`src/hw/rtl/sacl_queue.sv`:
```
// Short first-in first-out queue that decouples the front end from the lookup engine.
// Standalone; payload width and depth are parameters.
`default_nettype none

module sacl_queue #(
    parameter int WIDTH = 40,
    parameter int DEPTH = 2
) (
    input  wire logic             aclk,
    input  wire logic             aresetn,
    input  wire logic             push,
    input  wire logic [WIDTH-1:0] wdata,
    input  wire logic             pop,
    output logic [WIDTH-1:0]      rdata,
    output logic                  empty,
    output logic                  full
);

    localparam int PTR_W = (DEPTH > 1) ? $clog2(DEPTH) : 1;
    localparam int CNT_W = $clog2(DEPTH + 1);

    logic [WIDTH-1:0] entry_reg [DEPTH];
    logic [PTR_W-1:0] wr_ptr_reg, wr_ptr_next;
    logic [PTR_W-1:0] rd_ptr_reg, rd_ptr_next;
    logic [CNT_W-1:0] count_reg, count_next;

    always_comb begin
        wr_ptr_next = wr_ptr_reg;
        rd_ptr_next = rd_ptr_reg;
        count_next  = count_reg;
        if (push) begin
            wr_ptr_next = (wr_ptr_reg == PTR_W'(DEPTH - 1)) ? '0 : wr_ptr_reg + PTR_W'(1);
        end
        if (pop) begin
            rd_ptr_next = (rd_ptr_reg == PTR_W'(DEPTH - 1)) ? '0 : rd_ptr_reg + PTR_W'(1);
        end
        if (push && !pop) begin
            count_next = count_reg + CNT_W'(1);
        end else if (pop && !push) begin
            count_next = count_reg - CNT_W'(1);
        end
    end

    always_ff @(posedge aclk) begin
        if (!aresetn) begin
            wr_ptr_reg <= '0;
            rd_ptr_reg <= '0;
            count_reg  <= '0;
        end else begin
            wr_ptr_reg <= wr_ptr_next;
            rd_ptr_reg <= rd_ptr_next;
            count_reg  <= count_next;
        end
        if (push) begin
            entry_reg[wr_ptr_reg] <= wdata;
        end
    end

    assign rdata = entry_reg[rd_ptr_reg];
    assign empty = (count_reg == '0);
    assign full  = (count_reg == CNT_W'(DEPTH));

endmodule

`default_nettype wire

```
`config.mk`:
```
export PLATFORM = sky130hd
export DESIGN_NAME = sacl_queue
export DESIGN_NICKNAME = d
export VERILOG_FILES = /design/src/hw/rtl/sacl_queue.sv
export SDC_FILE = /design/constraint.sdc
export NUM_CORES = 1
export LEC_CHECK = 0
export ABC_AREA = 1
export BUFFER_PORTS_ARGS = -buffer_cell sky130_fd_sc_hd__buf_2
export CORE_ASPECT_RATIO = 1.4
export CORE_MARGIN = 1.5
export CORE_UTILIZATION = 55
export DETAILED_ROUTE_END_ITERATION = 10
export PLACE_DENSITY = 0.95
export SYNTH_ARGS = -nofsm -noshare
export SYNTH_HDL_FRONTEND = slang
export SYNTH_SLANG_ARGS = --single-unit
```
`constraint.sdc`:
```
create_clock -name aclk -period 6.2 [get_ports aclk]
set_input_delay 0.62 -clock aclk [delete_from_list [all_inputs] [get_ports aclk]]
set_output_delay 0.62 -clock aclk [all_outputs]
set_load 0.02 [all_outputs]
```
==> impl_metrics.env <==
export IMPL_status="complete, no violations"
export IMPL_timing_final_hold_violations=0
export IMPL_viasPerCell=5.03
export IMPL_required_ps=5580
export IMPL_p_leak_uw=0.00147
export IMPL_arrival_ps=1880
export IMPL_drtIter0Drc=87
export IMPL_fin_crit_ps=2500
export IMPL_rsz0062_at_grt="false"
export IMPL_std_cell_rows=32
export IMPL_combinationalPowerShare_pct=10.9
export IMPL_synth_area_leaders="edfxtp_1 77%, mux2_2 14%, dfxtp_1 3.2%"
export IMPL_whs_ps=469
export IMPL_grt_pass1_wl_um=7700
export IMPL_rr_endpoint="entry_reg[1][21]$_DFFE_PP_"
export IMPL_syn_inst=159
export IMPL_gp_congestion=0.773
export IMPL_grt_start_max_net_pins=41
export IMPL_first_global_vias=1718
export IMPL_setup_viol_count_final=0
export IMPL_drv_slew=0
export IMPL_die_w_um=66.7
export IMPL_initial_core_util_pct=57.0
export IMPL_io_pins=86
export IMPL_fp_dieH_um=92.2
export IMPL_clkPwrFrac_pct=30.7
export IMPL_n_fill_cell=361
export IMPL_hpwl_um=3320
export IMPL_p_seq_share_pct=58.4
export IMPL_cts_sinks=85
export IMPL_synth_nets=204
export IMPL_internal_power_uw=900
export IMPL_place_area_mm2=0.00361
export IMPL_fin_crit_sh_pct=40.4
export IMPL_wl_per_cell_um=15.6
export IMPL_diodes=0
export IMPL_hold_end="entry_reg[1][31]$_DFFE_PP_"
export IMPL_clk_pin_slew_ps=80
export IMPL_ys_warn_count=0
export IMPL_cts_max_level=3
export IMPL_drive_above_1_share_pct=54.9
export IMPL_fin_nets=297
export IMPL_r2r_slack_ps=4460
export IMPL_drc=0
export IMPL_largest_register_ffs=80
export IMPL_reg2reg_depth=3
export IMPL_synth_cell_type_count=12
export IMPL_finish_instance_area_mm2=0.00379
export IMPL_antenna_found_initial=0
export IMPL_clk_latency_ps=330
export IMPL_post_cts_buffers=0
export IMPL_max_slew_margin_pct=24.2
export IMPL_holdPathStages=1
export IMPL_ys_ff_latch=85
export IMPL_critPathLaunchType="flip-flop"
export IMPL_syn_area_per_cell_um2=19.7
export IMPL_maxCapViolCount=0
export IMPL_tns_ps=0
export IMPL_via_count=1634
export IMPL_routed_wl_um=5060
export IMPL_synth_top_area_share_pct=76.9
export IMPL_finClkSkew_ps=4.12
export IMPL_power_uw=1160
export IMPL_grt_ovfl_total=0
export IMPL_clockBufferDepth=2
export IMPL_cp_max_fo=40
export IMPL_cts_tree="yes"
export IMPL_switching_share_pct=22.5
export IMPL_worst_pin_slew_ps=1130
export IMPL_ctsResizeCount=0
export IMPL_ctsRootBufferMaster="clkbuf_8"
export IMPL_area_delta_synth_final_pct=21.3
export IMPL_core_area_mm2=0.00549
export IMPL_yosysTopAreaCell="edfxtp_1"
export IMPL_power_switching_uw=262
export IMPL_grt_use_total_pct=18.1
export IMPL_max_freq_ghz=0.400
export IMPL_holdCritPathClass="input port to flip-flop"
export IMPL_cts_buffers=9
export IMPL_drt_antenna_violating_nets=0
export IMPL_port_buffers=85
export IMPL_crit_type="flip-flop to primary output"
export IMPL_ir_drop_uv=199
export IMPL_cp_end_kind="primary output"
export IMPL_drtPass1Iterations=4
export IMPL_postCtsHoldBufs=0
export IMPL_p_per_area_mw_per_mm2=306
export IMPL_worstReg2RegStart="wr_ptr_reg$_SDFFE_PN0P_"
export IMPL_netlist_area_mm2=0.00313
export IMPL_synth_yosys_seq_area_share_pct=80.1
export IMPL_hold_start="wdata[31]"
export IMPL_fp_dieArea_mm2=0.00615
==> worst max-delay path, stage by stage, from the launching register on <==
cell and delay [ps]:
dfxtp_2 940, mux2_2 440, buf_2 160
==> placed cells by master, fill, tap and decap left out <==
cell type / n
mux2_2: 40
nand4_1: 1
edfxtp_1: 80
o21ai_0: 1
clkinv_1: 1
buf_4: 1
nand2_1: 8
nand3_1: 1
inv_1: 8
dfxtp_1: 4
ha_1: 1
clkbuf_1: 2
dfxtp_2: 1
a21oi_1: 1
buf_2: 85
nor2_1: 8
clkinvlp_4: 1
bufinv_16: 1
clkbuf_8: 9
nor2_4: 1
clkinv_2: 2
==> routing by layer <==
layer,wire length [um],up-vias,global-route usage (%)
li1,-,788,-
met4,167,0,10.5
met1,1780,780,18.2
met3,217,12,5.52
met2,2890,54,31.8
met5,0,-,0
==> cell families after synthesis <==
group,Yosys count,share of synthesized area [%]
AO/OA/AOI/OAI,2,0.320
adder cells (fa/ha/maj),1,0.400
AND/OR/NAND/NOR,19,2.40
multiplexers,40,14.4
flip-flops,85,80.1
buffers and inverters,12,2.40
==> Yosys cell counts <==
library cell and n:
inv_1 8, nand4_1 1, a21oi_1 1, dfxtp_1 5
nand3_1 1, edfxtp_1 80, nor2_1 9, ha_1 1
o21ai_0 1, nand2_1 8, mux2_2 40, buf_6 4
==> cell type report <==
type	instances	area [um^2]	share of cell area, %
Multi-Input combinational cell	62	556	14.7
Clock inverter	5	51.3	1.35
Timing Repair Buffer	86	433	11.4
Sequential cell	85	2500	66.1
Clock buffer	11	131	3.47
Tap cell	68	85.1	2.24
Inverter	8	30.0	0.792
==> per-stage QoR <==
stage	utilization, %	worst slack [ps]	cells
after floorplan	-	3420	159
after global placement	65.8	4030	309
after detailed placement	65.8	4020	309
after CTS	69.1	3630	325
after global routing	69.1	3570	325
final	69.1	3700	325
==> worst max-delay path by stage <==
stage	startpoint	to	slack, ps
finish	flip-flop	rdata[20]	3700
global route	flip-flop	rdata[1]	3570
CTS	flip-flop	rdata[1]	3630
detailed placement	flip-flop	rdata[1]	4020
global placement	flip-flop	rdata[1]	4030
floorplan	push	entry_reg[0][0]$_DFFE_PP_	3420
==> power groups by stage <==
| stage | Sequential, uW | Clock, uW | Combinational [uW] |
|---|---|---|---|
| 2_1_floorplan | 682 | 0 | 88.7 |
| 4_1_cts | 679 | 367 | 129 |
| 6_report | 678 | 356 | 127 |
| 5_1_grt | 682 | 387 | 138 |
| 3_3_place_gp | 689 | 0 | 125 |
| 3_5_place_dp | 691 | 0 | 128 |
(Power assumes the default switching activity.)
