[src/hw/rtl/sacl_pkg.sv]
// Shared types, constants and helper functions for the set-associative cache lookup core.
// Used by sacl_front, sacl_back and the top level; depends on nothing else.
`default_nettype none

package sacl_pkg;

    localparam int MAX_SETS_DEF = 256;
    localparam int MAX_WAYS_DEF = 8;
    localparam int QUEUE_DEPTH  = 2;

    localparam int ADDR_W      = 32;
    localparam int TAG_W       = 32;
    localparam int COUNT_W     = 32;
    localparam int WAY_OUT_W   = 3;
    localparam int SET_OUT_W   = 8;
    localparam int LFSR_W      = 16;
    localparam int OUT_DATA_W  = 80;

    localparam int CFG_IDX_W   = 2;
    localparam int CFG_DATA_W  = 16;

    localparam logic [CFG_IDX_W-1:0] REG_SET_COUNT_LOG2 = 2'd0;
    localparam logic [CFG_IDX_W-1:0] REG_WAYS_LOG2      = 2'd1;
    localparam logic [CFG_IDX_W-1:0] REG_OFFSET_BITS    = 2'd2;
    localparam logic [CFG_IDX_W-1:0] REG_LFSR_SEED      = 2'd3;

    localparam logic [3:0]        SET_COUNT_LOG2_RST = 4'd0;
    localparam logic [1:0]        WAYS_LOG2_RST      = 2'd0;
    localparam logic [3:0]        OFFSET_BITS_RST    = 4'd2;
    localparam logic [LFSR_W-1:0] LFSR_SEED_RST      = 16'd44257;
    localparam logic [3:0]        OFFSET_BITS_MAX    = 4'd8;
    localparam logic [LFSR_W-1:0] LFSR_TAPS          = 16'hB400;

    typedef struct packed {
        logic [3:0]        set_count_log2;
        logic [1:0]        ways_log2;
        logic [3:0]        offset_bits;
        logic              seed_load;
        logic [LFSR_W-1:0] seed;
    } cfg_t;

    function automatic logic [LFSR_W-1:0] seed_value(input logic [LFSR_W-1:0] s);
        seed_value = (s == '0) ? LFSR_W'(1) : s;
    endfunction

    function automatic logic [LFSR_W-1:0] lfsr_next(input logic [LFSR_W-1:0] v);
        logic [LFSR_W-1:0] sh;
        sh = v >> 1;
        lfsr_next = v[0] ? (sh ^ LFSR_TAPS) : sh;
    endfunction

endpackage

`default_nettype wire

[src/hw/rtl/sacl_front.sv]
// Front end: accepts access words and splits each address into set and tag.
// Depends on sacl_pkg; feeds the lookup queue.
`default_nettype none

module sacl_front
    import sacl_pkg::*;
#(
    parameter int MAX_SETS = MAX_SETS_DEF
) (
    input  wire logic                 s_axis_tvalid,
    output logic                      s_axis_tready,
    input  wire logic [ADDR_W-1:0]    s_axis_tdata,
    input  wire cfg_t                 cfg,
    input  wire logic                 clear_done,
    input  wire logic                 q_full,
    output logic                      q_push,
    output logic [TAG_W+((MAX_SETS > 1) ? $clog2(MAX_SETS) : 1)-1:0] q_wdata
);

    localparam int SET_AW    = (MAX_SETS > 1) ? $clog2(MAX_SETS) : 1;
    localparam int SBITS_MAX = $clog2(MAX_SETS + 1) - 1;

    logic [3:0]        sbits;
    logic [3:0]        obits;
    logic [ADDR_W-1:0] block;
    logic [ADDR_W-1:0] set_wide;
    logic [TAG_W-1:0]  tag;

    always_comb begin
        sbits = (cfg.set_count_log2 > 4'(SBITS_MAX)) ? 4'(SBITS_MAX) : cfg.set_count_log2;
        obits = (cfg.offset_bits > OFFSET_BITS_MAX) ? OFFSET_BITS_MAX : cfg.offset_bits;
        block    = s_axis_tdata >> obits;
        set_wide = block & ((ADDR_W'(1) << sbits) - ADDR_W'(1));
        tag      = TAG_W'(block >> sbits);
    end

    assign s_axis_tready = clear_done && !q_full;
    assign q_push        = s_axis_tvalid && s_axis_tready;
    assign q_wdata       = {tag, set_wide[SET_AW-1:0]};

endmodule

`default_nettype wire

[config.mk]
export PLATFORM = sky130hd
export DESIGN_NAME = sacl_front
export DESIGN_NICKNAME = d
export VERILOG_FILES = /design/src/hw/rtl/sacl_pkg.sv /design/src/hw/rtl/sacl_front.sv
export SDC_FILE = /design/constraint.sdc
export NUM_CORES = 1
export LEC_CHECK = 0
export BUFFER_PORTS_ARGS = -buffer_cell sky130_fd_sc_hd__buf_2
export CAP_MARGIN = 20
export CORE_ASPECT_RATIO = 1.5
export CORE_MARGIN = 2
export CORE_UTILIZATION = 55
export DETAILED_ROUTE_END_ITERATION = 12
export PLACE_DENSITY_LB_ADDON = 0.2
export SETUP_SLACK_MARGIN = 0.05
export SYNTH_ARGS = -nofsm -noshare
export SYNTH_HDL_FRONTEND = slang
export SYNTH_SLANG_ARGS = --single-unit
[constraint.sdc]
create_clock -name vclk -period 4.95
set_input_delay 0.99 -clock vclk [all_inputs]
set_output_delay 0.99 -clock vclk [all_outputs]
set_load 0.05 [all_outputs]
==> results.ini <==
[drt]
finalWirelength_um = 12300
drtPass1Iterations = 5
via_per_inst = 7.20
drtIter0Drc = 562
wl_per_cell_um = 19.9
drtAntennaViolNets = 0
via_count = 4443
drc = 0

[sta]
fmax_mhz = 211
holdWs_ns = 2.29
grt_setup_unrepaired = no
worstMarginPinSlew_ns = 0.745
slew_headroom_pct = 50.3
postLayoutSetupSlackWorst_ns = 0.218
period_minus_slack_ns = 4.73
setup_viol = 0
maxSlewViolCount = 0
hold_viol = 0
post-route-period-util_pct = 95.6
finalSetupTns_ns = 0

[setup_path]
critPathKind = in -> out
crit_fanout = 24
cp-end-kind = output pin
worst_ep_arrival_time_ns = 3.74
cp.required_ns = 3.96
start_kind = primary input

[status]
status = completed

[synthesis]
synthesis.nets = 550
post_synth_num_cell_types = 71
synth_area_um2 = 3470
synth_cells = 487
yosysWarnings = 0
syn_avg_cell_area_um2 = 7.12
yosysSeqAreaShare_pct = 0

[global_routing]
grt-ovfl-total = 0
grt-busiest-layer = met2
grt_pass1_wl_um = 19100
grt_max_degree = 45
grtUsageMet2_pct = 54.3
track_usage_pct = 34.2
antenna_found_initial = 0
grt_use_met3_pct = 2.00
first_global_vias = 3776
use_met1_pct = 49.7

[place]
hpwl_um = 9120
dp_slack_ns = 0.245
gp_congestion = 0.999
numPortBuffers = 85

[floorplan]
fp.dieH_um = 101
rows = 35
core_area_um2 = 6130
start_util_pct = 56.6
die_x_um = 68.9
dieArea_um2 = 6970
pin_count = 104

[final_layout]
fillers = 631
antenna_cells = 0
seq_cells = 0
clkbuf_count = 0
drive_above_1_share_pct = 27.8
syn_to_final_growth_pct = 12.1
finalNetCount = 608
seq_area_um2 = 0

[pwr]
intPower_uw = 188
peakVddDrop_uv = 70.4
p_sw_share_pct = 67.1
cellLeakagePower_nw = 1.60
power_density_nw_per_um2 = 146
p_comb_share_pct = 100.0
seqPwrFrac_pct = 0
power_switching_uw = 382
clkPwrFrac_pct = 0

[clocking]
cts_hold_buffers = 0
cts.repair_timing.setup_buffer_count = 0
ctsResizeCount = 0

[job]
max_cap_violations = 0

[worst_hold_path]
holdCritPathClass = in -> out

==> synthesized netlist by cell type (4+ instances only) <==
cell type / n / area [um^2]
mux2_1: 8 / 90.1
mux4_2: 13 / 293
a211oi_1: 25 / 188
clkbuf_1: 20 / 75.1
and2_1: 6 / 37.5
a222oi_1: 4 / 40.0
o21ai_0: 17 / 85.1
a31oi_1: 7 / 43.8
inv_1: 5 / 18.8
and3b_1: 15 / 131
a22oi_1: 5 / 37.5
nand2b_1: 6 / 37.5
mux2i_1: 36 / 360
o21ai_1: 15 / 75.1
a32oi_1: 4 / 35.0
nand3_1: 8 / 40.0
o22ai_1: 14 / 87.6
o31ai_1: 4 / 30.0
nor2b_1: 11 / 68.8
nor2_1: 49 / 184
a221oi_2: 6 / 90.1
buf_6: 8 / 90.1
buf_2: 18 / 90.1
a2111oi_0: 8 / 70.1
a21oi_1: 26 / 130
buf_4: 4 / 30.0
o221ai_1: 12 / 105
nand2_1: 42 / 158
mux2_2: 8 / 90.1
buf_1: 4 / 15.0
o211ai_1: 7 / 52.6
nor3_1: 11 / 55.1
==> layout make-up <==
cell class | instances | area [um^2] | area share [%]
multi-input cells | 426 | 3150 | 80.9
inverters | 7 | 26.3 | 0.675
well taps | 74 | 92.6 | 2.38
repair buffers | 110 | 626 | 16.1
==> cell usage in the layout, fill, tap and decap left out, types with 6 or more instances in the layout <==
master | synthesis | layout
buf_2 | 18 | 85
nor2_1 | 49 | 49
nand2_1 | 42 | 42
mux2i_1 | 36 | 36
a21oi_1 | 26 | 26
a211oi_1 | 25 | 25
buf_4 | 4 | 24
o21ai_0 | 17 | 17
and3b_1 | 15 | 15
o21ai_1 | 15 | 15
o22ai_1 | 14 | 14
mux4_2 | 13 | 13
o221ai_1 | 12 | 12
nor3_1 | 11 | 11
nor2b_1 | 11 | 10
nand3_1 | 8 | 8
mux2_2 | 8 | 8
mux2_1 | 8 | 8
a2111oi_0 | 8 | 8
a31oi_1 | 7 | 7
o211ai_1 | 7 | 7
nand2b_1 | 6 | 6
and2_1 | 6 | 6
a221oi_2 | 6 | 6
==> worst max-delay path: stages <==
cell	delay (ns)
buf_2	0.32
nand2b_2	0.54
a2111oi_0	0.26
o31ai_2	0.52
nor2_1	0.11
a211oi_1	0.24
nor2_1	0.09
a222oi_1	0.33
buf_2	0.33
==> path summary, 6_finish.rpt <==
check / start / slack, ns / to / cells past startpoint
worst max-delay path: cfg[20] / 0.22 / q_wdata[16] / 9
worst min-delay path: q_full / 2.29 / s_axis_tready / 3
==> power by group through the flow <==
stage | Combinational (mW) | Clock [mW] | Sequential, mW
6_report | 0.569 | 0 | 0
5_1_grt | 0.606 | 0 | 0
4_1_cts | 0.560 | 0 | 0
3_5_place_dp | 0.558 | 0 | 0
3_3_place_gp | 0.553 | 0 | 0
2_1_floorplan | 0.424 | 0 | 0
==> stage by stage <==
stage	total power [mW]	utilization, %	cell area [um^2]	cells
after CTS	0.560	63.4	3890	617
after global routing	0.606	63.4	3890	617
after floorplan	0.424	-	3470	487
after detailed placement	0.558	63.4	3890	617
after global placement	0.553	63.4	3890	617
final	0.569	63.4	3890	617
==> cells by family after synthesis <==
| family | synth area share, % |
|---|---|
| AOI/OAI and AO/OA | 42.0 |
| buffers and inverters | 9.41 |
| and+or+nand+nor | 24.0 |
| adders and majority gates | 0.361 |
| xor gates and xnor gates | 0.252 |
| muxes | 24.0 |
==> metal layers <==
| metal | wire, um | vias to the layer above |
|---|---|---|
| li1 | - | 2053 |
| met4 | 273 | 0 |
| met1 | 5000 | 2090 |
| met3 | 1100 | 26 |
| met2 | 5920 | 274 |
| met5 | 0 | - |
Power figures use the tool's default switching activity.
